<file path="src/rtl/assert_macros.svh">
// Assertion helpers, clocked on clk with synchronous active-low reset.
`ifndef ASSERT_MACROS_SVH
`define ASSERT_MACROS_SVH
`ifndef SYNTHESIS
`define ASSERT_IMPL(label, ante, cons, msg) \
  label: assert property (@(posedge clk) disable iff (!rst_n) (ante) |-> (cons)) \
    else $error(msg);
`define ASSERT_NEXT(label, ante, cons, msg) \
  label: assert property (@(posedge clk) disable iff (!rst_n) (ante) |=> (cons)) \
    else $error(msg);
`else
`define ASSERT_IMPL(label, ante, cons, msg)
`define ASSERT_NEXT(label, ante, cons, msg)
`endif
`endif

</file>
<file path="src/rtl/pfi_pkg.sv">
package pfi_pkg;

  localparam int MaxDigits = 20;
  localparam int ArgWidth  = 64;
  localparam int IdxW      = $clog2(MaxDigits);
  localparam int CntW      = $clog2(ArgWidth + 1);

  typedef logic [MaxDigits-1:0][3:0] digits_t;

  typedef enum logic [1:0] {
    FUNC_CHAR = 2'd0,
    FUNC_ARG  = 2'd1,
    FUNC_END  = 2'd2
  } func_t;

  typedef enum logic [1:0] {
    KIND_BYTE  = 2'd0,
    KIND_COUNT = 2'd1,
    KIND_ERROR = 2'd2
  } kind_t;

  typedef enum logic [2:0] {
    PH_IDLE, PH_FLAGS, PH_WIDTH, PH_PSTART, PH_PDIG, PH_LEN, PH_WSTAR, PH_WARG
  } phase_t;

  typedef enum logic [2:0] {
    CV_NONE, CV_C, CV_D, CV_U, CV_XL, CV_XU, CV_P
  } conv_t;

  typedef enum logic [2:0] {
    S_IDLE, S_PRE, S_CONV, S_SKIP, S_DIG
  } state_t;

  typedef struct packed {
    logic                start;
    logic                hex;
    logic [ArgWidth-1:0] value;
  } conv_req_t;

  function automatic logic [7:0] hex_char(logic [3:0] d, logic upper);
    logic [7:0] base;
    base = upper ? 8'h37 : 8'h57;
    return (d < 4'd10) ? (8'h30 + {4'h0, d}) : (base + {4'h0, d});
  endfunction

endpackage

</file>
<file path="src/rtl/pfi_b2d.sv">
module pfi_b2d (
  input  logic              clk,
  input  logic              rst_n,
  input  pfi_pkg::conv_req_t req,
  output logic              busy,
  output pfi_pkg::digits_t  digits
);

  logic                            busy_r, busy_nxt;
  logic [pfi_pkg::CntW-1:0]        cnt_r, cnt_nxt;
  logic [pfi_pkg::ArgWidth-1:0]    sh_r, sh_nxt;
  pfi_pkg::digits_t                dig_r, dig_nxt;
  pfi_pkg::digits_t                adj;
  logic [pfi_pkg::MaxDigits*4-1:0] adj_flat;

  always_comb begin
    for (int i = 0; i < pfi_pkg::MaxDigits; i++) begin
      adj[i] = (dig_r[i] >= 4'd5) ? dig_r[i] + 4'd3 : dig_r[i];
    end
  end

  assign adj_flat = adj;

  always_comb begin
    busy_nxt = busy_r;
    cnt_nxt  = cnt_r;
    sh_nxt   = sh_r;
    dig_nxt  = dig_r;
    if (req.start) begin
      if (req.hex) begin
        busy_nxt = 1'b0;
        dig_nxt  = pfi_pkg::digits_t'({{(pfi_pkg::MaxDigits*4-pfi_pkg::ArgWidth){1'b0}},
                                       req.value});
      end else begin
        busy_nxt = 1'b1;
        cnt_nxt  = pfi_pkg::CntW'(pfi_pkg::ArgWidth);
        sh_nxt   = req.value;
        dig_nxt  = '0;
      end
    end else if (busy_r) begin
      // shift-add-3 step
      dig_nxt  = pfi_pkg::digits_t'({adj_flat[pfi_pkg::MaxDigits*4-2:0],
                                     sh_r[pfi_pkg::ArgWidth-1]});
      sh_nxt   = {sh_r[pfi_pkg::ArgWidth-2:0], 1'b0};
      cnt_nxt  = cnt_r - 1'b1;
      busy_nxt = (cnt_r != pfi_pkg::CntW'(1));
    end
  end

  always_ff @(posedge clk) begin
    if (!rst_n) begin
      busy_r <= 1'b0;
      cnt_r  <= '0;
    end else begin
      busy_r <= busy_nxt;
      cnt_r  <= cnt_nxt;
    end
    sh_r  <= sh_nxt;
    dig_r <= dig_nxt;
  end

  assign busy   = busy_r;
  assign digits = dig_r;

endmodule

</file>
<file path="src/rtl/printf_integer_formatter.sv">
// Channel | Direction | Handshake          | Payload
// in_     | input     | in_valid/in_stall  | func, format_char, arg_value
// out_    | output    | out_valid/out_stall| kind, out_byte, written_total, last
// cfg_    | input     | cfg_valid/cfg_ready| long_is_64
// An item that emits nothing is taken in S_IDLE alone; each plain result is loaded from S_PRE.
// Number: prefix in S_PRE, 64 shift-add-3 steps (decimal), up to 19 zero-skip, then digits.
// Hex skips the shift-add-3 loop; only decimal numbers run the converter's 64-step loop.
// Reset is synchronous, active low; it clears parse state and count and sets long_is_64 to 1.
// in_stall is high from acceptance until the item's last result is loaded out;
// out_stall holds a valid output register and pauses loading in S_PRE and S_DIG.
`include "assert_macros.svh"
module printf_integer_formatter (
  input  logic        clk,
  input  logic        rst_n,
  input  logic        in_valid,
  output logic        in_stall,
  input  logic [1:0]  in_func,
  input  logic [7:0]  in_format_char,
  input  logic [63:0] in_arg_value,
  output logic        out_valid,
  input  logic        out_stall,
  output logic [1:0]  out_kind,
  output logic [7:0]  out_out_byte,
  output logic [31:0] out_written_total,
  output logic        out_last,
  input  logic        cfg_valid,
  output logic        cfg_ready,
  input  logic        cfg_long_is_64
);

  pfi_pkg::state_t state_r, state_nxt;
  pfi_pkg::phase_t phase_r, phase_nxt;
  pfi_pkg::conv_t  pend_r, pend_nxt;
  logic [1:0]  lcnt_r, lcnt_nxt;
  logic [31:0] count_r, count_nxt;
  logic        long64_r;
  pfi_pkg::kind_t pk0_r, pk0_nxt, pk1_r, pk1_nxt;
  logic [7:0]  pb0_r, pb0_nxt, pb1_r, pb1_nxt;
  logic        two_r, two_nxt, pidx_r, pidx_nxt;
  logic        num_r, num_nxt, hex_r, hex_nxt, upper_r, upper_nxt;
  logic [63:0] val_r, val_nxt;
  logic [pfi_pkg::IdxW-1:0] idx_r, idx_nxt;
  logic        ov_r, ov_nxt, ol_r, ol_nxt;
  pfi_pkg::kind_t ok_r, ok_nxt;
  logic [7:0]  ob_r, ob_nxt;
  logic [31:0] ot_r, ot_nxt;

  pfi_pkg::conv_req_t req;
  logic             busy;
  pfi_pkg::digits_t digits;

  pfi_b2d u_b2d (
    .clk    (clk),
    .rst_n  (rst_n),
    .req    (req),
    .busy   (busy),
    .digits (digits)
  );

  always_comb begin
    logic        out_free, ld, ld_last, waiting, early, isdig, wide;
    logic        p_two, p_any, n_num, n_hex, n_up;
    logic [7:0]  c, ld_byte, p_b0, p_b1;
    logic [63:0] a, v, n_val;
    pfi_pkg::kind_t ld_kind, p_k0, p_k1;
    pfi_pkg::conv_t cv;
    logic [3:0]  d;

    state_nxt = state_r;  phase_nxt = phase_r;  pend_nxt = pend_r;
    lcnt_nxt = lcnt_r;    count_nxt = count_r;
    pk0_nxt = pk0_r; pk1_nxt = pk1_r; pb0_nxt = pb0_r; pb1_nxt = pb1_r;
    two_nxt = two_r; pidx_nxt = pidx_r; num_nxt = num_r; hex_nxt = hex_r;
    upper_nxt = upper_r; val_nxt = val_r; idx_nxt = idx_r;
    ov_nxt = ov_r; ok_nxt = ok_r; ob_nxt = ob_r; ot_nxt = ot_r; ol_nxt = ol_r;
    req = '0;
    out_free = !ov_r || !out_stall;
    ld = 1'b0; ld_last = 1'b0; ld_byte = 8'h00; ld_kind = pfi_pkg::KIND_BYTE;
    c = in_format_char; a = in_arg_value;
    waiting = (phase_r == pfi_pkg::PH_WSTAR) || (phase_r == pfi_pkg::PH_WARG);
    early = (phase_r == pfi_pkg::PH_FLAGS) || (phase_r == pfi_pkg::PH_WIDTH);
    isdig = (c >= "0") && (c <= "9");
    wide = (lcnt_r >= 2'd2) || ((lcnt_r == 2'd1) && long64_r);
    p_any = 1'b0; p_two = 1'b0; p_k0 = pfi_pkg::KIND_BYTE; p_k1 = pfi_pkg::KIND_BYTE;
    p_b0 = 8'h00; p_b1 = 8'h00; n_num = 1'b0; n_hex = 1'b0; n_up = 1'b0; n_val = a;
    v = a; cv = pfi_pkg::CV_NONE;
    d = digits[idx_r];

    unique case (state_r)
      pfi_pkg::S_IDLE: begin
        if (in_valid) begin
          if ((in_func == pfi_pkg::FUNC_CHAR) && !waiting) begin
            priority if (phase_r == pfi_pkg::PH_IDLE) begin
              if (c == "%") begin
                phase_nxt = pfi_pkg::PH_FLAGS; lcnt_nxt = '0; pend_nxt = pfi_pkg::CV_NONE;
              end else begin
                p_any = 1'b1; p_b0 = c;
              end
            end else if ((phase_r == pfi_pkg::PH_FLAGS) && (c == "-" || c == "+" ||
                         c == " " || c == "0" || c == "#")) begin
            end else if (early && isdig) begin
              phase_nxt = pfi_pkg::PH_WIDTH;
            end else if (early && c == ".") begin
              phase_nxt = pfi_pkg::PH_PSTART;
            end else if ((phase_r == pfi_pkg::PH_PSTART) && c == "*") begin
              phase_nxt = pfi_pkg::PH_WSTAR;
            end else if (((phase_r == pfi_pkg::PH_PSTART) ||
                          (phase_r == pfi_pkg::PH_PDIG)) && isdig) begin
              phase_nxt = pfi_pkg::PH_PDIG;
            end else if (c == "l" || c == "h" || c == "z" || c == "j" || c == "t") begin
              if (c == "l" && lcnt_r != 2'd3) lcnt_nxt = lcnt_r + 2'd1;
              phase_nxt = pfi_pkg::PH_LEN;
            end else begin
              priority if (c == "c") cv = pfi_pkg::CV_C;
              else if (c == "d" || c == "i") cv = pfi_pkg::CV_D;
              else if (c == "u") cv = pfi_pkg::CV_U;
              else if (c == "x") cv = pfi_pkg::CV_XL;
              else if (c == "X") cv = pfi_pkg::CV_XU;
              else if (c == "p") cv = pfi_pkg::CV_P;
              else cv = pfi_pkg::CV_NONE;
              if (cv != pfi_pkg::CV_NONE) begin
                pend_nxt = cv; phase_nxt = pfi_pkg::PH_WARG;
              end else begin
                p_any = 1'b1; p_b0 = "%"; p_two = (c != "%"); p_b1 = c;
                phase_nxt = pfi_pkg::PH_IDLE; lcnt_nxt = '0; pend_nxt = pfi_pkg::CV_NONE;
              end
            end
          end else if ((in_func == pfi_pkg::FUNC_ARG) && (phase_r == pfi_pkg::PH_WSTAR)) begin
            phase_nxt = pfi_pkg::PH_LEN;
          end else if ((in_func == pfi_pkg::FUNC_ARG) && (phase_r == pfi_pkg::PH_WARG)) begin
            unique case (pend_r)
              pfi_pkg::CV_C: begin
                p_any = 1'b1; p_b0 = a[7:0];
              end
              pfi_pkg::CV_D: begin
                v = wide ? a : {{32{a[31]}}, a[31:0]};
                if (v[63]) begin
                  p_any = 1'b1; p_b0 = "-"; v = 64'd0 - v;
                end
                n_num = 1'b1; n_val = v;
              end
              pfi_pkg::CV_U, pfi_pkg::CV_XL, pfi_pkg::CV_XU: begin
                n_num = 1'b1; n_val = wide ? a : {32'h0, a[31:0]};
                n_hex = (pend_r != pfi_pkg::CV_U); n_up = (pend_r == pfi_pkg::CV_XU);
              end
              pfi_pkg::CV_P: begin
                p_any = 1'b1; p_two = 1'b1; p_b0 = "0"; p_b1 = "x";
                n_num = 1'b1; n_hex = 1'b1; n_val = long64_r ? a : {32'h0, a[31:0]};
              end
              default: begin
              end
            endcase
            phase_nxt = pfi_pkg::PH_IDLE; lcnt_nxt = '0; pend_nxt = pfi_pkg::CV_NONE;
          end else if ((in_func == pfi_pkg::FUNC_END) && !waiting) begin
            p_any = 1'b1;
            if (phase_r != pfi_pkg::PH_IDLE) begin
              p_b0 = "%"; p_two = 1'b1; p_k1 = pfi_pkg::KIND_COUNT;
            end else begin
              p_k0 = pfi_pkg::KIND_COUNT;
            end
            phase_nxt = pfi_pkg::PH_IDLE; lcnt_nxt = '0; pend_nxt = pfi_pkg::CV_NONE;
          end else begin
            p_any = 1'b1; p_k0 = pfi_pkg::KIND_ERROR;
          end
          pk0_nxt = p_k0; pk1_nxt = p_k1; pb0_nxt = p_b0; pb1_nxt = p_b1;
          two_nxt = p_two; pidx_nxt = 1'b0; num_nxt = n_num; hex_nxt = n_hex;
          upper_nxt = n_up; val_nxt = n_val;
          if (p_any) begin
            state_nxt = pfi_pkg::S_PRE;
          end else if (n_num) begin
            req.start = 1'b1; req.hex = n_hex; req.value = n_val;
            state_nxt = pfi_pkg::S_CONV;
          end
        end
      end
      pfi_pkg::S_PRE: begin
        if (out_free) begin
          ld = 1'b1;
          ld_kind = pidx_r ? pk1_r : pk0_r;
          ld_byte = pidx_r ? pb1_r : pb0_r;
          ld_last = (pidx_r == two_r) && !num_r;
          if (pidx_r == two_r) begin
            if (num_r) begin
              req.start = 1'b1; req.hex = hex_r; req.value = val_r;
              state_nxt = pfi_pkg::S_CONV;
            end else begin
              state_nxt = pfi_pkg::S_IDLE;
            end
          end else begin
            pidx_nxt = 1'b1;
          end
        end
      end
      pfi_pkg::S_CONV: begin
        if (!busy) begin
          idx_nxt = pfi_pkg::IdxW'(pfi_pkg::MaxDigits - 1);
          state_nxt = pfi_pkg::S_SKIP;
        end
      end
      pfi_pkg::S_SKIP: begin
        if ((idx_r != '0) && (d == 4'd0)) idx_nxt = idx_r - 1'b1;
        else state_nxt = pfi_pkg::S_DIG;
      end
      pfi_pkg::S_DIG: begin
        if (out_free) begin
          ld = 1'b1; ld_byte = pfi_pkg::hex_char(d, upper_r); ld_last = (idx_r == '0);
          if (idx_r == '0) state_nxt = pfi_pkg::S_IDLE;
          else idx_nxt = idx_r - 1'b1;
        end
      end
      default: state_nxt = pfi_pkg::S_IDLE;
    endcase

    if (ld) begin
      ov_nxt = 1'b1; ok_nxt = ld_kind; ol_nxt = ld_last; ob_nxt = 8'h00; ot_nxt = '0;
      if (ld_kind == pfi_pkg::KIND_BYTE) begin
        ob_nxt = ld_byte;
        if (count_r != 32'hFFFF_FFFF) count_nxt = count_r + 32'd1;
      end else if (ld_kind == pfi_pkg::KIND_COUNT) begin
        ot_nxt = count_r; count_nxt = '0;
      end
    end else if (!out_stall) begin
      ov_nxt = 1'b0;
    end
  end

  always_ff @(posedge clk) begin
    if (!rst_n) begin
      state_r  <= pfi_pkg::S_IDLE;
      phase_r  <= pfi_pkg::PH_IDLE;
      pend_r   <= pfi_pkg::CV_NONE;
      lcnt_r   <= '0;
      count_r  <= '0;
      long64_r <= 1'b1;
      ov_r     <= 1'b0;
    end else begin
      state_r <= state_nxt;
      phase_r <= phase_nxt;
      pend_r  <= pend_nxt;
      lcnt_r  <= lcnt_nxt;
      count_r <= count_nxt;
      ov_r    <= ov_nxt;
      if (cfg_valid) long64_r <= cfg_long_is_64;
    end
    pk0_r <= pk0_nxt; pk1_r <= pk1_nxt; pb0_r <= pb0_nxt; pb1_r <= pb1_nxt;
    two_r <= two_nxt; pidx_r <= pidx_nxt; num_r <= num_nxt; hex_r <= hex_nxt;
    upper_r <= upper_nxt; val_r <= val_nxt; idx_r <= idx_nxt;
    ok_r <= ok_nxt; ob_r <= ob_nxt; ot_r <= ot_nxt; ol_r <= ol_nxt;
  end

  assign in_stall          = (state_r != pfi_pkg::S_IDLE);
  assign cfg_ready         = 1'b1;
  assign out_valid         = ov_r;
  assign out_kind          = ok_r;
  assign out_out_byte      = ob_r;
  assign out_written_total = ot_r;
  assign out_last          = ol_r;

  `ASSERT_IMPL(a_dig_idle_unit, state_r == pfi_pkg::S_DIG || state_r == pfi_pkg::S_SKIP, !busy, "digit read while converter busy")
  `ASSERT_NEXT(a_skip_next, state_r == pfi_pkg::S_SKIP, state_r == pfi_pkg::S_SKIP || state_r == pfi_pkg::S_DIG, "skip left to wrong state")
  `ASSERT_NEXT(a_count_clear, ov_nxt && !(ov_r && out_stall) && ok_nxt == pfi_pkg::KIND_COUNT, count_r == 32'd0, "count not cleared after report")
  `ASSERT_IMPL(a_idle_phase_wait, state_r == pfi_pkg::S_CONV, phase_r == pfi_pkg::PH_IDLE, "conversion with parse still open")

endmodule

</file>
<file path="config.mk">
export PLATFORM = sky130hd
export DESIGN_NAME = printf_integer_formatter
export DESIGN_NICKNAME = d
export VERILOG_FILES = /design/src/rtl/pfi_pkg.sv /design/src/rtl/pfi_b2d.sv /design/src/rtl/printf_integer_formatter.sv
export VERILOG_INCLUDE_DIRS = /design/src /design/src/rtl
export SDC_FILE = /design/constraint.sdc
export NUM_CORES = 1
export LEC_CHECK = 0
export ABC_AREA = 1
export BUFFER_PORTS_ARGS = -buffer_cell sky130_fd_sc_hd__buf_4
export CELL_PAD_IN_SITES_DETAIL_PLACEMENT = 0
export CELL_PAD_IN_SITES_GLOBAL_PLACEMENT = 1
export CORE_UTILIZATION = 45
export DETAILED_ROUTE_END_ITERATION = 8
export PLACE_DENSITY = 0.83
export SYNTH_ARGS = -nofsm -noshare
export SYNTH_HDL_FRONTEND = slang
export SYNTH_SLANG_ARGS = --single-unit
</file>
<file path="constraint.sdc">
create_clock -name clk -period 9.5 [get_ports clk]
set_input_delay 1.9 -clock clk [delete_from_list [all_inputs] [get_ports clk]]
set_output_delay 1.9 -clock clk [all_outputs]
set_load 0.01 [all_outputs]
</file>
==> flow_summary.json <==
{
  "status": "finished clean",
  "period_needed_ps": 5627,
  "cp.arrival_ps": 6040,
  "fmax_mhz": 177.7,
  "wirelength_mm": 60.36,
  "switching_share_pct": 36.89,
  "worstMarginPinSlew_ps": 1094,
  "overflow": 0,
  "drcViolationCount": 0,
  "finalSetupViolations": 0,
  "reg2reg_depth": 14,
  "fillers": 4484,
  "antenna_found_initial": 2,
  "dp_hpwl_mm": 43.43,
  "synth_area_leaders": "edfxtp_1, nand2_1, inv_1",
  "ys_seq_area_share_pct": 44.75,
  "seq_power_share_pct": 39.9,
  "drive_above_1_share_pct": 8.691,
  "slew_headroom_pct": 27.09,
  "antenna_left": 0,
  "synth_top_area_share_pct": 39.73,
  "p_per_area_nw_per_um2": 240.2,
  "gp_congestion": 0.9246,
  "skew_ps": 22.86,
  "worstSetupPathType": "input port to flop",
  "cts_buffer_depth": 3,
  "ys_warn_count": 0,
  "avgSynthCellArea_um2": 7.579,
  "post_dp_cell_area_um2": 22520,
  "synth-edff-count": 280,
  "initial_core_util_pct": 45.55,
  "synthFlopType": "edfxtp_1",
  "hold_viol_final": 0,
  "syn-num-nets": 2923,
  "finalCritPeriodShare_pct": 59.23,
  "area_growth_pct": 12.33,
  "netlist_instances": 2792,
  "peakVddDrop_v": 0.0001250,
  "postSynth.asyncResetShare_pct": 0,
  "p_clk_share_pct": 26.2,
  "viasPerCell": 5.489,
  "ios": 126,
  "layout.nets": 3011,
  "diodes": 0,
  "setup_ws_ps": 3873,
  "synth_area_um2": 21160,
  "die_y_um": 218.9,
  "clock_sinks": 333,
  "stdcell_area_um2": 23770,
  "synth_cell_types": 57,
  "required_ps": 9910,
  "grt_max_degree": 81,
  "rsz0062_at_grt": "false",
  "clock_latency_ps": 560,
  "port_buffers": 124,
  "cts_root_buffer": "clkbuf_16",
  "power_switching_mw": 2.106,
  "die_x_um": 218.9,
  "start_kind": "input port",
  "core_um2": 46460,
  "setup-tns-final_ps": 0,
  "pwr-share-comb_pct": 33.9,
  "synth_seq_cells": 333,
  "cts_resized": 0,
  "post_drt_wl_per_cell_um": 17.16,
  "grt_pass1_vias": 17900,
  "slew_viol_final": 0,
  "drt_iter0_drc": 2014,
  "path_max_fanout": 57,
  "vias": 19311,
  "p_int_mw": 3.603,
  "cts.htree.levels": 2,
  "grt_pass1_wl_mm": 95.95,
  "leakagePower_nw": 10.09,
  "endpoint_kind": "flop",
  "synth_top_cell_by_area": "edfxtp_1",
  "hold_depth": 2,
  "cts_buffers": 40,
  "hp-class": "flop to flop",
  "cap_violations": 0,
  "postCtsSetupBuffers": 0,
  "clk_pin_slew_ps": 60,
  "grtUsageTotal_pct": 25.23,
  "rows": 79,
  "ctsHoldBuffers": 0,
  "place_worst_setup_slack_ps": 3319,
  "die-area_um2": 47900,
  "drt_first_pass_iters": 6,
  "tritoncts": "done"
}
[power by group through the flow]
stage / combinational [mW] / clock (mW) / sequential, mW
2_1_floorplan: 1.34 / 0 / 2.29
3_3_place_gp: 1.86 / 0 / 2.30
3_5_place_dp: 1.91 / 0 / 2.31
4_1_cts: 1.92 / 1.52 / 2.28
5_1_grt: 2.18 / 1.58 / 2.32
6_report: 1.93 / 1.50 / 2.28
[placed cells by master, fill, tap and decap left out, drive strengths merged, types with 26 or more instances in the layout]
| cell type | count |
|---|---|
| nand3 | 231 |
| o22ai | 39 |
| dfxtp | 53 |
| nor3 | 41 |
| nand4 | 28 |
| o211ai | 26 |
| inv | 339 |
| buf | 142 |
| a21oi | 153 |
| edfxtp | 280 |
| o21ai | 216 |
| ha | 51 |
| nand2 | 775 |
| nor2 | 280 |
| clkbuf | 55 |
| xor2 | 33 |
[metrics by stage]
| step | hold slack [ps] | cells | power [mW] | utilization (%) |
|---|---|---|---|---|
| 2_1_floorplan | 441.5 | 2792 | 3.636 | - |
| 3_3_place_gp | 456.5 | 3445 | 4.163 | 48.47 |
| 3_5_place_dp | 467.2 | 3445 | 4.220 | 48.47 |
| 4_1_cts | 475.5 | 3518 | 5.727 | 51.17 |
| 5_1_grt | 502.5 | 3518 | 6.075 | 51.17 |
| 6_report | 481.3 | 3518 | 5.709 | 51.17 |
[routing by layer]
metal / global-route usage [%] / up-vias / wire length [um]
li1: - / 9565 / -
met1: 38.63 / 8983 / 29730
met2: 36.74 / 688 / 25340
met3: 3.410 / 75 / 4032
met4: 7.222 / 0 / 1257
met5: 0 / - / 0
[worst max-delay path: stages]
cell and delay [ps]:
buf_4 120, nand3_2 630, nand2_2 320, nand2_1 250, nand4_1 190, a21oi_2 80
nand3_2 390, nand2_4 410, inv_2 750, buf_4 610, nand3_1 150, o21ai_1 110
[path summary, 6_finish.rpt]
check                          endpoint  slack (ps)                     from
min reg2reg     count_r[4]$_SDFFE_PN0P_         480  count_r[4]$_SDFFE_PN0P_
max          u_b2d.digits[39]$_DFFE_PP_        3870         in_arg_value[31]
max reg2reg  u_b2d.digits[39]$_DFFE_PP_        4360   lcnt_r[0]$_SDFFE_PN0P_
min             count_r[4]$_SDFFE_PN0P_         480  count_r[4]$_SDFFE_PN0P_
[cells in the mapped netlist (all sizes together) (10+ instances only)]
cell type / instances
a211oi: 12
dfxtp: 53
nor2: 280
nand3b: 10
o211ai: 26
nand4: 28
edfxtp: 280
ha: 51
xor2: 33
o22ai: 39
a21oi: 153
a21boi: 18
nand3: 231
clkbuf: 34
o21a: 21
buf: 62
or2: 20
o21ai: 216
a22oi: 22
inv: 337
nor3: 41
nand2: 775
[sequential cells by signal, summed over array words and instances (netlist names), 3 cells and up]
name and count:
out_out_byte 8, phase_r 3, pend_r 3, idx_r 5, u_b2d.digits 80, u_b2d.cnt_r 7
pb0_r 8, pb1_r 8, state_r 3, out_written_total 32, val_r 64, count_r 32
u_b2d.sh_r 64
[kinds of logic after synthesis]
logic type               share of synthesized area [%]
flip-flops                                       44.75
AO/OA/AOI/OAI                                    14.47
buffers and inverters                            8.307
other                                          0.01772
adder cells (fa/ha/maj)                          3.015
multiplexers                                    0.1419
XOR/XNOR                                         1.449
AND/OR/NAND/NOR                                  27.85
[cell type report]
| type | count | area [um^2] | share of cell area [%] |
|---|---|---|---|
| clock buffer | 55 | 1067 | 4.490 |
| sequential | 333 | 9469 | 39.84 |
| clock inverter | 18 | 186.4 | 0.7843 |
| timing repair buffer | 142 | 1066 | 4.485 |
| tap | 607 | 759.5 | 3.195 |
| inverter | 339 | 1274 | 5.358 |
| multi-input combinational | 2024 | 9948 | 41.85 |
No activity file was read; power rests on OpenSTA's default activity.
